### src/asbf_pkg.sv
// shared types, constants and codes for the sample byte fifo
// no dependencies; used by every module of the block by scoped names
`default_nettype none

package asbf_pkg;

   // storage geometry
   localparam int STORE_DEPTH  = 512;
   localparam int PTR_W        = $clog2(STORE_DEPTH);
   localparam int RECORD_BYTES = 6;
   localparam int MAX_BATCH    = 64;
   localparam int COUNT_W      = 7;
   localparam int PEND_W       = 16;
   localparam logic [PEND_W-1:0] PENDING_MAX = '1;

   // bytes of a record held while the last one is still in the memory read register
   localparam int REC_HOLD_W   = 8 * (RECORD_BYTES - 1);
   localparam int BIDX_W       = $clog2(RECORD_BYTES);

   // pending bytes at or above this always hold a full batch
   localparam int BIG_PENDING  = MAX_BATCH * RECORD_BYTES;
   localparam int SMALL_W      = $clog2(BIG_PENDING);
   // floor(p / RECORD_BYTES) as (p * RECIP) >> RECIP_SHIFT, exact for p below BIG_PENDING
   localparam int RECIP_SHIFT  = 10;
   localparam int RECIP        = (1 << RECIP_SHIFT) / RECORD_BYTES + 1;
   localparam int RECIP_W      = $clog2(RECIP + 1);
   localparam int PROD_W       = SMALL_W + RECIP_W;

   // command queue between front and back
   localparam int QUEUE_DEPTH  = 2;
   localparam int QIDX_W       = $clog2(QUEUE_DEPTH);
   localparam int QCNT_W       = $clog2(QUEUE_DEPTH + 1);

   // configuration port
   localparam int CSR_ADDR_W   = 2;
   localparam int CSR_DATA_W   = 7;

   typedef enum logic [CSR_ADDR_W-1:0] {
      CSR_ENABLE   = 2'd0,
      CSR_MODE     = 2'd1,
      CSR_HR_BATCH = 2'd2,
      CSR_BO_BATCH = 2'd3
   } csr_index_type;

   typedef enum logic [1:0] {
      OP_WRITE = 2'd0,
      OP_READ  = 2'd1,
      OP_CLEAR = 2'd2
   } opcode_type;

   typedef enum logic [1:0] {
      MODE_NONE = 2'd0,
      MODE_HR   = 2'd1,
      MODE_BO   = 2'd2
   } mode_type;

   typedef enum logic [1:0] {
      CMD_WRITE = 2'd0,
      CMD_READ  = 2'd1,
      CMD_CLEAR = 2'd2
   } cmd_kind_type;

   typedef enum logic [1:0] {
      BK_IDLE  = 2'd0,
      BK_COUNT = 2'd1,
      BK_FETCH = 2'd2,
      BK_EMIT  = 2'd3
   } back_state_type;

   typedef struct packed {
      cmd_kind_type       kind;
      logic [7:0]         data;
      logic [COUNT_W-1:0] limit;
   } cmd_type;

   typedef struct packed {
      logic full;
      logic empty;
   } queue_status_type;

endpackage

`default_nettype wire

### src/asbf_front.sv
// front end: configuration registers, request decode and command classification
// depends on asbf_pkg
`default_nettype none

module asbf_front (
   input  wire                              clock,
   input  wire                              reset,
   input  wire                              csr_valid,
   output logic                             csr_ready,
   input  wire  [asbf_pkg::CSR_ADDR_W-1:0]  csr_addr,
   input  wire  [asbf_pkg::CSR_DATA_W-1:0]  csr_wdata,
   input  wire                              req_tvalid,
   output logic                             req_tready,
   input  wire  [7:0]                       req_tdata,
   input  wire  [1:0]                       req_tuser,
   input  wire  asbf_pkg::queue_status_type q_status,
   output logic                             q_push,
   output asbf_pkg::cmd_type                q_cmd
);

   logic                          enable_ff, enable_in;
   logic [1:0]                    mode_ff, mode_in;
   logic [asbf_pkg::COUNT_W-1:0]  hr_batch_ff, hr_batch_in;
   logic [asbf_pkg::COUNT_W-1:0]  bo_batch_ff, bo_batch_in;
   logic [asbf_pkg::COUNT_W-1:0]  raw_limit;
   logic [asbf_pkg::COUNT_W-1:0]  sat_limit;
   logic                          active;

   assign csr_ready  = 1'b1;
   assign req_tready = !q_status.full;

   always_comb begin
      enable_in   = enable_ff;
      mode_in     = mode_ff;
      hr_batch_in = hr_batch_ff;
      bo_batch_in = bo_batch_ff;
      if (csr_valid) begin
         case (csr_addr)
            asbf_pkg::CSR_ENABLE:   enable_in   = csr_wdata[0];
            asbf_pkg::CSR_MODE:     mode_in     = csr_wdata[1:0];
            asbf_pkg::CSR_HR_BATCH: hr_batch_in = csr_wdata;
            asbf_pkg::CSR_BO_BATCH: bo_batch_in = csr_wdata;
            default: ;
         endcase
      end
   end

   always_ff @(posedge clock) begin
      if (reset) begin
         enable_ff   <= 1'b0;
         mode_ff     <= asbf_pkg::MODE_NONE;
         hr_batch_ff <= asbf_pkg::COUNT_W'(30);
         bo_batch_ff <= asbf_pkg::COUNT_W'(30);
      end else begin
         enable_ff   <= enable_in;
         mode_ff     <= mode_in;
         hr_batch_ff <= hr_batch_in;
         bo_batch_ff <= bo_batch_in;
      end
   end

   // batch limit for the current mode, saturated to the largest batch
   always_comb begin
      case (mode_ff)
         asbf_pkg::MODE_HR: raw_limit = hr_batch_ff;
         asbf_pkg::MODE_BO: raw_limit = bo_batch_ff;
         default:           raw_limit = '0;
      endcase
      if (raw_limit > asbf_pkg::COUNT_W'(asbf_pkg::MAX_BATCH)) begin
         sat_limit = asbf_pkg::COUNT_W'(asbf_pkg::MAX_BATCH);
      end else begin
         sat_limit = raw_limit;
      end
   end

   // drop anything that cannot change state or give a result
   always_comb begin
      q_cmd.data  = req_tdata;
      q_cmd.limit = sat_limit;
      q_cmd.kind  = asbf_pkg::CMD_CLEAR;
      active      = 1'b0;
      case (req_tuser)
         asbf_pkg::OP_CLEAR: begin
            q_cmd.kind = asbf_pkg::CMD_CLEAR;
            active     = 1'b1;
         end
         asbf_pkg::OP_WRITE: begin
            q_cmd.kind = asbf_pkg::CMD_WRITE;
            active     = enable_ff;
         end
         asbf_pkg::OP_READ: begin
            q_cmd.kind = asbf_pkg::CMD_READ;
            active     = enable_ff && (sat_limit != '0);
         end
         default: ;
      endcase
      q_push = req_tvalid && req_tready && active;
   end

endmodule

`default_nettype wire

### src/asbf_cmd_queue.sv
// short command queue that decouples the front end from the back end
// depends on asbf_pkg
`default_nettype none

module asbf_cmd_queue (
   input  wire                               clock,
   input  wire                               reset,
   input  wire                               push,
   input  wire  asbf_pkg::cmd_type           push_cmd,
   input  wire                               pop,
   output asbf_pkg::cmd_type                 head_cmd,
   output asbf_pkg::queue_status_type        status
);

   asbf_pkg::cmd_type             slot_ff [asbf_pkg::QUEUE_DEPTH];
   logic [asbf_pkg::QIDX_W-1:0]   wr_idx_ff, wr_idx_in;
   logic [asbf_pkg::QIDX_W-1:0]   rd_idx_ff, rd_idx_in;
   logic [asbf_pkg::QCNT_W-1:0]   cnt_ff, cnt_in;

   function automatic logic [asbf_pkg::QIDX_W-1:0] bump(input logic [asbf_pkg::QIDX_W-1:0] i);
      if (i == asbf_pkg::QIDX_W'(asbf_pkg::QUEUE_DEPTH - 1)) begin
         return '0;
      end
      return i + 1'b1;
   endfunction

   assign head_cmd     = slot_ff[rd_idx_ff];
   assign status.full  = (cnt_ff == asbf_pkg::QCNT_W'(asbf_pkg::QUEUE_DEPTH));
   assign status.empty = (cnt_ff == '0);

   always_comb begin
      wr_idx_in = push ? bump(wr_idx_ff) : wr_idx_ff;
      rd_idx_in = pop  ? bump(rd_idx_ff) : rd_idx_ff;
      cnt_in    = cnt_ff;
      if (push && !pop) begin
         cnt_in = cnt_ff + 1'b1;
      end else if (pop && !push) begin
         cnt_in = cnt_ff - 1'b1;
      end
   end

   always_ff @(posedge clock) begin
      if (reset) begin
         wr_idx_ff <= '0;
         rd_idx_ff <= '0;
         cnt_ff    <= '0;
      end else begin
         wr_idx_ff <= wr_idx_in;
         rd_idx_ff <= rd_idx_in;
         cnt_ff    <= cnt_in;
      end
   end

   always_ff @(posedge clock) begin
      if (push) begin
         slot_ff[wr_idx_ff] <= push_cmd;
      end
   end

endmodule

`default_nettype wire

### src/asbf_back.sv
// back end: byte store, pointers, pending count, record walk and result register
// depends on asbf_pkg
`default_nettype none

module asbf_back (
   input  wire                               clock,
   input  wire                               reset,
   input  wire  asbf_pkg::cmd_type           head_cmd,
   input  wire  asbf_pkg::queue_status_type  q_status,
   output logic                              q_pop,
   output logic                              rsp_tvalid,
   input  wire                               rsp_tready,
   output logic [55:0]                       rsp_tdata,
   output logic                              rsp_tlast
);

   localparam int PW = asbf_pkg::PTR_W;
   localparam int CW = asbf_pkg::COUNT_W;
   localparam int NW = asbf_pkg::PEND_W;

   asbf_pkg::back_state_type        state_ff, state_in;
   logic [PW-1:0]                   wp_ff, wp_in;
   logic [PW-1:0]                   rp_ff, rp_in;
   logic [NW-1:0]                   pending_ff, pending_in;
   logic [CW-1:0]                   limit_ff, limit_in;
   logic [CW-1:0]                   count_ff, count_in;
   logic [CW-1:0]                   left_ff, left_in;
   logic [asbf_pkg::BIDX_W-1:0]     bidx_ff, bidx_in;
   logic [asbf_pkg::REC_HOLD_W-1:0] rec_ff, rec_in;
   logic                            valid_ff, valid_in;
   logic [55:0]                     data_ff, data_in;
   logic                            last_ff, last_in;

   logic [7:0]                      mem_ff [asbf_pkg::STORE_DEPTH];
   logic [7:0]                      mem_q_ff;
   logic                            mem_we;
   logic                            mem_re;
   logic [PW-1:0]                   mem_addr;

   logic                            big;
   logic [asbf_pkg::PROD_W-1:0]     prod;
   logic [CW-1:0]                   avail;
   logic [CW-1:0]                   count_calc;
   logic                            slot_free;
   logic [47:0]                     record;

   function automatic logic [PW-1:0] next_ptr(input logic [PW-1:0] p);
      if (p == PW'(asbf_pkg::STORE_DEPTH - 1)) begin
         return '0;
      end
      return p + 1'b1;
   endfunction

   // whole records pending, only exact below the big threshold
   assign big   = (pending_ff >= NW'(asbf_pkg::BIG_PENDING));
   assign prod  = asbf_pkg::PROD_W'(pending_ff[asbf_pkg::SMALL_W-1:0])
                * asbf_pkg::PROD_W'(asbf_pkg::RECIP);
   assign avail = prod[asbf_pkg::RECIP_SHIFT +: CW];

   always_comb begin
      if (big || (avail >= limit_ff)) begin
         count_calc = limit_ff;
      end else begin
         count_calc = avail;
      end
   end

   assign slot_free = !valid_ff || rsp_tready;
   // final byte still sits in the memory read register
   assign record    = {mem_q_ff, rec_ff};

   always_comb begin
      state_in   = state_ff;
      wp_in      = wp_ff;
      rp_in      = rp_ff;
      pending_in = pending_ff;
      limit_in   = limit_ff;
      count_in   = count_ff;
      left_in    = left_ff;
      bidx_in    = bidx_ff;
      rec_in     = rec_ff;
      data_in    = data_ff;
      last_in    = last_ff;
      valid_in   = valid_ff && !rsp_tready;
      mem_we     = 1'b0;
      mem_re     = 1'b0;
      mem_addr   = rp_ff;
      q_pop      = 1'b0;
      case (state_ff)
         asbf_pkg::BK_IDLE: begin
            if (!q_status.empty) begin
               q_pop = 1'b1;
               case (head_cmd.kind)
                  asbf_pkg::CMD_WRITE: begin
                     mem_we   = 1'b1;
                     mem_addr = wp_ff;
                     wp_in    = next_ptr(wp_ff);
                     if (pending_ff != asbf_pkg::PENDING_MAX) begin
                        pending_in = pending_ff + 1'b1;
                     end
                  end
                  asbf_pkg::CMD_CLEAR: begin
                     wp_in      = '0;
                     rp_in      = '0;
                     pending_in = '0;
                  end
                  asbf_pkg::CMD_READ: begin
                     limit_in = head_cmd.limit;
                     state_in = asbf_pkg::BK_COUNT;
                  end
                  default: ;
               endcase
            end
         end
         asbf_pkg::BK_COUNT: begin
            if (count_calc == '0) begin
               state_in = asbf_pkg::BK_IDLE;
            end else begin
               count_in = count_calc;
               left_in  = count_calc;
               bidx_in  = '0;
               state_in = asbf_pkg::BK_FETCH;
            end
         end
         asbf_pkg::BK_FETCH: begin
            mem_re = 1'b1;
            rp_in  = next_ptr(rp_ff);
            if (bidx_ff != '0) begin
               rec_in = {mem_q_ff, rec_ff[asbf_pkg::REC_HOLD_W-1:8]};
            end
            if (bidx_ff == asbf_pkg::BIDX_W'(asbf_pkg::RECORD_BYTES - 1)) begin
               state_in = asbf_pkg::BK_EMIT;
            end else begin
               bidx_in = bidx_ff + 1'b1;
            end
         end
         asbf_pkg::BK_EMIT: begin
            if (slot_free) begin
               valid_in   = 1'b1;
               data_in    = {1'b0, count_ff, record};
               last_in    = (left_ff == CW'(1));
               pending_in = pending_ff - NW'(asbf_pkg::RECORD_BYTES);
               left_in    = left_ff - 1'b1;
               bidx_in    = '0;
               if (left_ff == CW'(1)) begin
                  state_in = asbf_pkg::BK_IDLE;
               end else begin
                  state_in = asbf_pkg::BK_FETCH;
               end
            end
         end
         default: state_in = asbf_pkg::BK_IDLE;
      endcase
   end

   always_ff @(posedge clock) begin
      if (reset) begin
         state_ff   <= asbf_pkg::BK_IDLE;
         wp_ff      <= '0;
         rp_ff      <= '0;
         pending_ff <= '0;
         valid_ff   <= 1'b0;
      end else begin
         state_ff   <= state_in;
         wp_ff      <= wp_in;
         rp_ff      <= rp_in;
         pending_ff <= pending_in;
         valid_ff   <= valid_in;
      end
   end

   always_ff @(posedge clock) begin
      limit_ff <= limit_in;
      count_ff <= count_in;
      left_ff  <= left_in;
      bidx_ff  <= bidx_in;
      rec_ff   <= rec_in;
      data_ff  <= data_in;
      last_ff  <= last_in;
   end

   // single-port byte store with registered read
   always_ff @(posedge clock) begin
      if (mem_we) begin
         mem_ff[mem_addr] <= head_cmd.data;
      end
      if (mem_re) begin
         mem_q_ff <= mem_ff[mem_addr];
      end
   end

   assign rsp_tvalid = valid_ff;
   assign rsp_tdata  = data_ff;
   assign rsp_tlast  = last_ff;

endmodule

`default_nettype wire

### src/accel_sample_byte_fifo_core.sv
// top level of the accelerometer sample byte fifo: front end, command queue, back end
// depends on asbf_pkg, asbf_front, asbf_cmd_queue and asbf_back
//
// req channel: one transaction per command; tuser carries the opcode (write a byte,
//   read a batch, clear), tdata the byte to store, tlast marks the end of a write
//   burst and has no effect on storage
// rsp channel: one transaction per 6-byte record, three signed little-endian axes,
//   the batch record count and tlast on the final record of the batch
// csr channel: register writes by index (enable, mode, two batch limits), always
//   ready; registers are only to be written while the block is idle
// back end: a write or a clear is handled in the idle state; a read first sizes the
//   batch and then walks each record as six byte fetches through the single-port
//   byte store followed by a load of the result register
// a read taken by an idle back end passes the command queue, the sizing state, the
//   byte fetches and the result register before its first record comes out
// a two-entry command queue lets requests be taken while a read is being walked;
//   req_tready drops only when that queue is full
// when the receiver stalls the record waits in the result register and the walk
//   pauses before the next record, so nothing is lost or repeated
// reset clears the pointers, the pending count, the queue, the configuration registers
//   and the result valid flag; the byte store is not cleared and needs no clearing pass
`default_nettype none

module accel_sample_byte_fifo_core (
   input  wire                              clock,
   input  wire                              reset,
   // configuration write channel
   input  wire                              csr_valid,
   output logic                             csr_ready,
   input  wire  [asbf_pkg::CSR_ADDR_W-1:0]  csr_addr,
   input  wire  [asbf_pkg::CSR_DATA_W-1:0]  csr_wdata,
   // request channel
   input  wire                              req_tvalid,
   output logic                             req_tready,
   input  wire  [7:0]                       req_tdata,   // [7:0] data_byte
   input  wire  [1:0]                       req_tuser,   // [1:0] opcode
   input  wire                              req_tlast,   // burst_last
   // result channel
   output logic                             rsp_tvalid,
   input  wire                              rsp_tready,
   output logic [55:0]                      rsp_tdata,   // [15:0] x_axis, [31:16] y_axis,
                                                         // [47:32] z_axis,
                                                         // [54:48] record_count, [55] zero
   output logic                             rsp_tlast    // last_record
);

   // handshake signals between the parts
   logic                        q_push;
   logic                        q_pop;
   asbf_pkg::cmd_type           q_cmd;
   asbf_pkg::cmd_type           head_cmd;
   asbf_pkg::queue_status_type  q_status;
   logic                        burst_seen;

   // burst marker travels with the transaction but changes nothing
   assign burst_seen = req_tlast;

   asbf_front u_front (
      .clock      (clock),
      .reset      (reset),
      .csr_valid  (csr_valid),
      .csr_ready  (csr_ready),
      .csr_addr   (csr_addr),
      .csr_wdata  (csr_wdata),
      .req_tvalid (req_tvalid),
      .req_tready (req_tready),
      .req_tdata  (req_tdata),
      .req_tuser  (req_tuser),
      .q_status   (q_status),
      .q_push     (q_push),
      .q_cmd      (q_cmd)
   );

   asbf_cmd_queue u_queue (
      .clock    (clock),
      .reset    (reset),
      .push     (q_push),
      .push_cmd (q_cmd),
      .pop      (q_pop),
      .head_cmd (head_cmd),
      .status   (q_status)
   );

   asbf_back u_back (
      .clock      (clock),
      .reset      (reset),
      .head_cmd   (head_cmd),
      .q_status   (q_status),
      .q_pop      (q_pop),
      .rsp_tvalid (rsp_tvalid),
      .rsp_tready (rsp_tready),
      .rsp_tdata  (rsp_tdata),
      .rsp_tlast  (rsp_tlast)
   );

   // the front end never pushes into a full queue
   assert property (@(posedge clock) disable iff (reset) q_push |-> !q_status.full)
      else $error("command pushed into a full queue");

   // the back end only takes a command that is there
   assert property (@(posedge clock) disable iff (reset) q_pop |-> !q_status.empty)
      else $error("command popped from an empty queue");

   // every record carries a batch size between one and the largest batch
   assert property (@(posedge clock) disable iff (reset)
      rsp_tvalid |-> (rsp_tdata[54:48] != '0) &&
                     (rsp_tdata[54:48] <= asbf_pkg::COUNT_W'(asbf_pkg::MAX_BATCH)))
      else $error("record count out of range");

   // with req_tlast low, a non-last record taken and one right after share a batch size
   assert property (@(posedge clock) disable iff (reset)
      (rsp_tvalid && rsp_tready && !rsp_tlast && !burst_seen) |=>
         !rsp_tvalid || (rsp_tdata[54:48] == $past(rsp_tdata[54:48])))
      else $error("batch size changed within a batch");

endmodule

`default_nettype wire
### config.mk
export PLATFORM = sky130hd
export DESIGN_NAME = accel_sample_byte_fifo_core
export DESIGN_NICKNAME = d
export VERILOG_FILES = /design/src/asbf_pkg.sv /design/src/asbf_front.sv /design/src/asbf_cmd_queue.sv /design/src/asbf_back.sv /design/src/accel_sample_byte_fifo_core.sv
export SDC_FILE = /design/constraint.sdc
export NUM_CORES = 2
export LEC_CHECK = 0
export BUFFER_PORTS_ARGS = -buffer_cell sky130_fd_sc_hd__buf_2
export CORE_AREA = 2 2 548 550
export DETAILED_ROUTE_END_ITERATION = 16
export DIE_AREA = 0 0 550 552
export PLACE_DENSITY = 0.75
export SETUP_SLACK_MARGIN = 0.05
export SLEW_MARGIN = 30
export SYNTH_ARGS = -nofsm -noshare
export SYNTH_HDL_FRONTEND = slang
export SYNTH_MEMORY_MAX_BITS = 65536
export SYNTH_SLANG_ARGS = --single-unit
export TNS_END_PERCENT = 50
### constraint.sdc
create_clock -name clock -period 6.3 [get_ports clock]
set_input_delay 0.63 -clock clock [delete_from_list [all_inputs] [get_ports clock]]
set_output_delay 0.63 -clock clock [all_outputs]
set_load 0.005 [all_outputs]
==> summary.txt <==
Clock network
  • Clk Latency, worst-skew pair: 1020 ps
  • CTS max path bufs: 4
  • Worst-path clk slew: 60 ps
  • CTS H-tree lvls: 5
  • CTS tree: done
  • Clk root buf: clkbuf_16
  • Number of buffers created by CTS: 407
  • Clk sinks: 4317
  • Setup bufs post-CTS: 0

Die
  • FP Rows: 201
  • Core area: 298000 µm²
  • Initial Utilization: 0.566
  • X dimension of the die: 550 µm
  • Die height: 552 µm
  • I/O pins: 85
  • Die area: 304000 µm²

Synth
  • Post-Synth Simple-Gate Area: 0.0471
  • Post-synth EDFFs: 4258
  • Post-synthesis adder-cell area fraction: 0.00778
  • Synth top area cells: edfxtp_1, mux2i_1, o22ai_1, mux4_2, nand2_1
  • YS warnings: 0
  • Yosys top cell area share: 0.757
  • Post-synth top cells: edfxtp_1, mux2i_1, nand2_1
  • Mapped Cells: 10075
  • Fraction of registers with async set/reset: 0
  • Sequential-to-total area share from yosys stat: 0.764
  • Yosys cell types: 85
  • Cell area after synthesis: 169000 µm²
  • Syn_nets: 10196
  • Compound-Gate Fraction of Synth Area: 0.0582
  • Count leader, synth: edfxtp_1
  • Syn Area/Cell: 16.8 µm²
  • Multiplexer area fraction after synthesis: 0.103
  • XOR/XNOR share of the synthesized area: 0.00150
  • Post-synth top area cell: edfxtp_1
  • Largest family of logic cells by synthesized area: multiplexers
  • Ys flop type: edfxtp_1
  • #FFs+latches synth: 4317

Worst setup path
  • Crit-path leading delay family: compound AO/OA/AOI/OAI gates
  • Critical Path Start: u_back.state_ff[1]
  • Buf+Inv Stages, Crit Path: 3
  • Cell depth of the worst setup path: 14
  • Critical path endpoint category: register
  • CP dominant cell by count: nand2_4
  • Crit path max fanout: 41
  • Crit path to: u_back.mem_q_ff[7]
  • R2R Path End: u_back.mem_q_ff[7]
  • Critical Path AT: 6960 ps
  • R2r setup slk: 90 ps
  • Critical Path Source Type: register
  • Crit path kind: register to register
  • Launch point of the worst reg-to-reg path: u_back.state_ff[1]
  • R2r worst-path depth: 14
  • Critical Path RT: 7050 ps
  • Critical path's slowest cell: a2111oi_0
  • Slowest Stage Delay on Critical Path: 860 ps
  • CP Cell Sequence: inv_1, ha_1, o21a_1, inv_2, o31ai_2, nand2_4, nand2_4, buf_12, o22ai_1, nor4_1, a21oi_2, a2111oi_0, nand4_1, or2_1

Timing
  • Crit path time final: 6210 ps
  • Slew Viols, Final: 0
  • Fmax: 0.161 GHz
  • Hold Slack: 77.7 ps
  • Final Hold Fails: 0
  • RSZ-0062 raised after global routing: false
  • Worst Skew: 114 ps
  • Slew @ Worst Pin: 1320 ps
  • Slew headroom: 0.121
  • Number of setup violations in the final report: 0
  • Final period util: 0.985

Layout
  • Final-stage net count: 10504
  • Synth-to-Final Area Change: 12.6%
  • Share of cells above drive strength 1: 0.131
  • Post-route cell area: 190000 µm²

Route
  • Starting DRT DRC Count: 17099
  • Vias: 100472
  • Final antenna-violating net count: 0
  • Vias per inst: 6.83
  • First drt pass iteration count: 14
  • Drt wl/cell: 33.8 µm
  • Post-Route WL: 497 mm
  • Remaining DRCs: 0

Global route
  • First-pass GRT wire length: 699 mm
  • GRT Total Usage: 0.320
  • Vias in the first global route: 96783
  • Antenna violations before repair: 32
  • Largest net degree at the start of global routing: 201
  • Overflow after GRT: 0

Pwr
  • Peak VDD IR: 0.000375 V
  • Pleak: 0.0651 µW
  • PD cells: 357 nW/µm²

Job
  • # Max-Cap Violations: 0

Placed design
  • Final estimated routing congestion in global placement: 0.943
  • Area after DPL: 176000 µm²
  • Hpwl dp: 295 mm
  • Buffers added on ports: 81

Run status
  • Outcome: finished clean

Min path
  • Worst min-delay path class: input pin to register
## final cells by class
cell class	instances	area, µm²
clock buffer	511	10700
clock inverter	240	2570
tap	3958	4950
inverter	69	259
fill	19808	108000
timing repair buffer	526	5010
sequential	4317	129000
multi-input combinational	5062	37500
antenna	28	70.1
## report_power, final
part           total, µW  switching [µW]  internal (µW)
clock network      24400           10800          13700
logic               9710            6870           2840
registers          33700            82.3          33600
total              67900           17700          50100
## layout by cell type (no fill, tap or decap), types with 19 or more instances in the layout
cell type / count
clkinv_1: 93
a21oi_1: 484
buf_12: 94
a211oi_1: 24
inv_1: 67
a221oi_1: 35
clkbuf_1: 97
nor4_1: 211
bufinv_16: 38
mux4_2: 185
ha_1: 81
a2111oi_0: 19
a22oi_1: 71
mux2i_1: 1259
nand3_1: 57
nand2_1: 795
nor2_2: 24
nor2_1: 593
mux2_2: 28
diode_2: 28
o21ai_0: 101
buf_4: 326
clkinv_2: 72
buf_2: 81
dfxtp_1: 59
clkbuf_16: 410
nor3_1: 32
edfxtp_1: 4258
a31oi_1: 20
o22ai_1: 676
## flip-flops by register name, indices dropped and copies added (netlist names), 2 cells and up, named ones only
signal	cells
u_back.mem_ff	4096
u_back.rsp_tdata	55
u_back.rec_ff	40
u_queue.slot_ff	34
u_back.pending_ff	16
u_back.rp_ff	9
u_back.wp_ff	9
u_back.mem_q_ff	8
u_back.count_ff	7
u_back.left_ff	7
u_back.limit_ff	7
u_front.bo_batch_ff	7
u_front.hr_batch_ff	7
u_back.bidx_ff	3
u_back.state_ff	2
u_front.mode_ff	2
u_queue.cnt_ff	2
## worst register-to-register path, delay by kind of cell (launching register included)
| kind | cells | cell delay [ps] |
|---|---|---|
| flops | 1 | 350 |
| fa+ha+maj | 1 | 280 |
| compound gates | 5 | 2540 |
| simple gates | 5 | 2000 |
| buf+inv | 3 | 820 |
## through the flow
| step | power [µW] | setup WS [ps] | setup TNS [ps] | cells | utilization |
|---|---|---|---|---|---|
| final | 67900 | 91.7 | 0 | 14711 | 0.637 |
| after global routing | 69200 | 64.3 | 0 | 14685 | 0.637 |
| after CTS | 67600 | 199 | 0 | 14681 | 0.637 |
| after detailed placement | 43700 | 190 | 0 | 13914 | 0.592 |
| after global placement | 43400 | -10.7 | -96.5 | 13912 | 0.591 |
| after floorplan | 40200 | 197 | 0 | 10075 | - |
## kinds of logic after synthesis
logic type / after synthesis
DFF: 4317
and+or+nand+nor: 1851
AOI/OAI and AO/OA: 1590
muxes: 1494
buffers and inverters: 696
adders and majority gates: 96
xor gates and xnor gates: 29
other: 2
## what timing repair did
| item | in CTS | in global routing |
|---|---|---|
| gates resized for setup | 0 | 11 |
| setup endpoints to repair | 0 | 18 |
| hold buffers | 16 | 0 |
| endpoints found under the hold margin | 33 | 0 |
## per-layer routing
metal | wire length [µm] | track usage | vias to the layer above
met4 | 30800 | 0.181 | 26
li1 | - | - | 40400
met2 | 226000 | 0.481 | 8349
met5 | 175 | 0 | -
met3 | 69900 | 0.0920 | 1499
met1 | 171000 | 0.422 | 50198
## worst min-delay path by stage
stage / from / endpoint / slack [ps] / cells after the start
floorplan: u_back.rec_ff[0] / u_back.rsp_tdata[0] / 400 / 0
global route: req_tuser[0] / u_queue.slot_ff[1][15] / 100 / 2
finish: rsp_tready / u_back.rsp_tvalid / 80 / 4
detailed placement: u_back.rec_ff[0] / u_back.rsp_tdata[0] / 410 / 0
global placement: u_back.rec_ff[6] / u_back.rsp_tdata[6] / 400 / 0
CTS: rsp_tready / u_back.rsp_tvalid / 60 / 4
No activity file was read; power rests on OpenSTA's default activity.
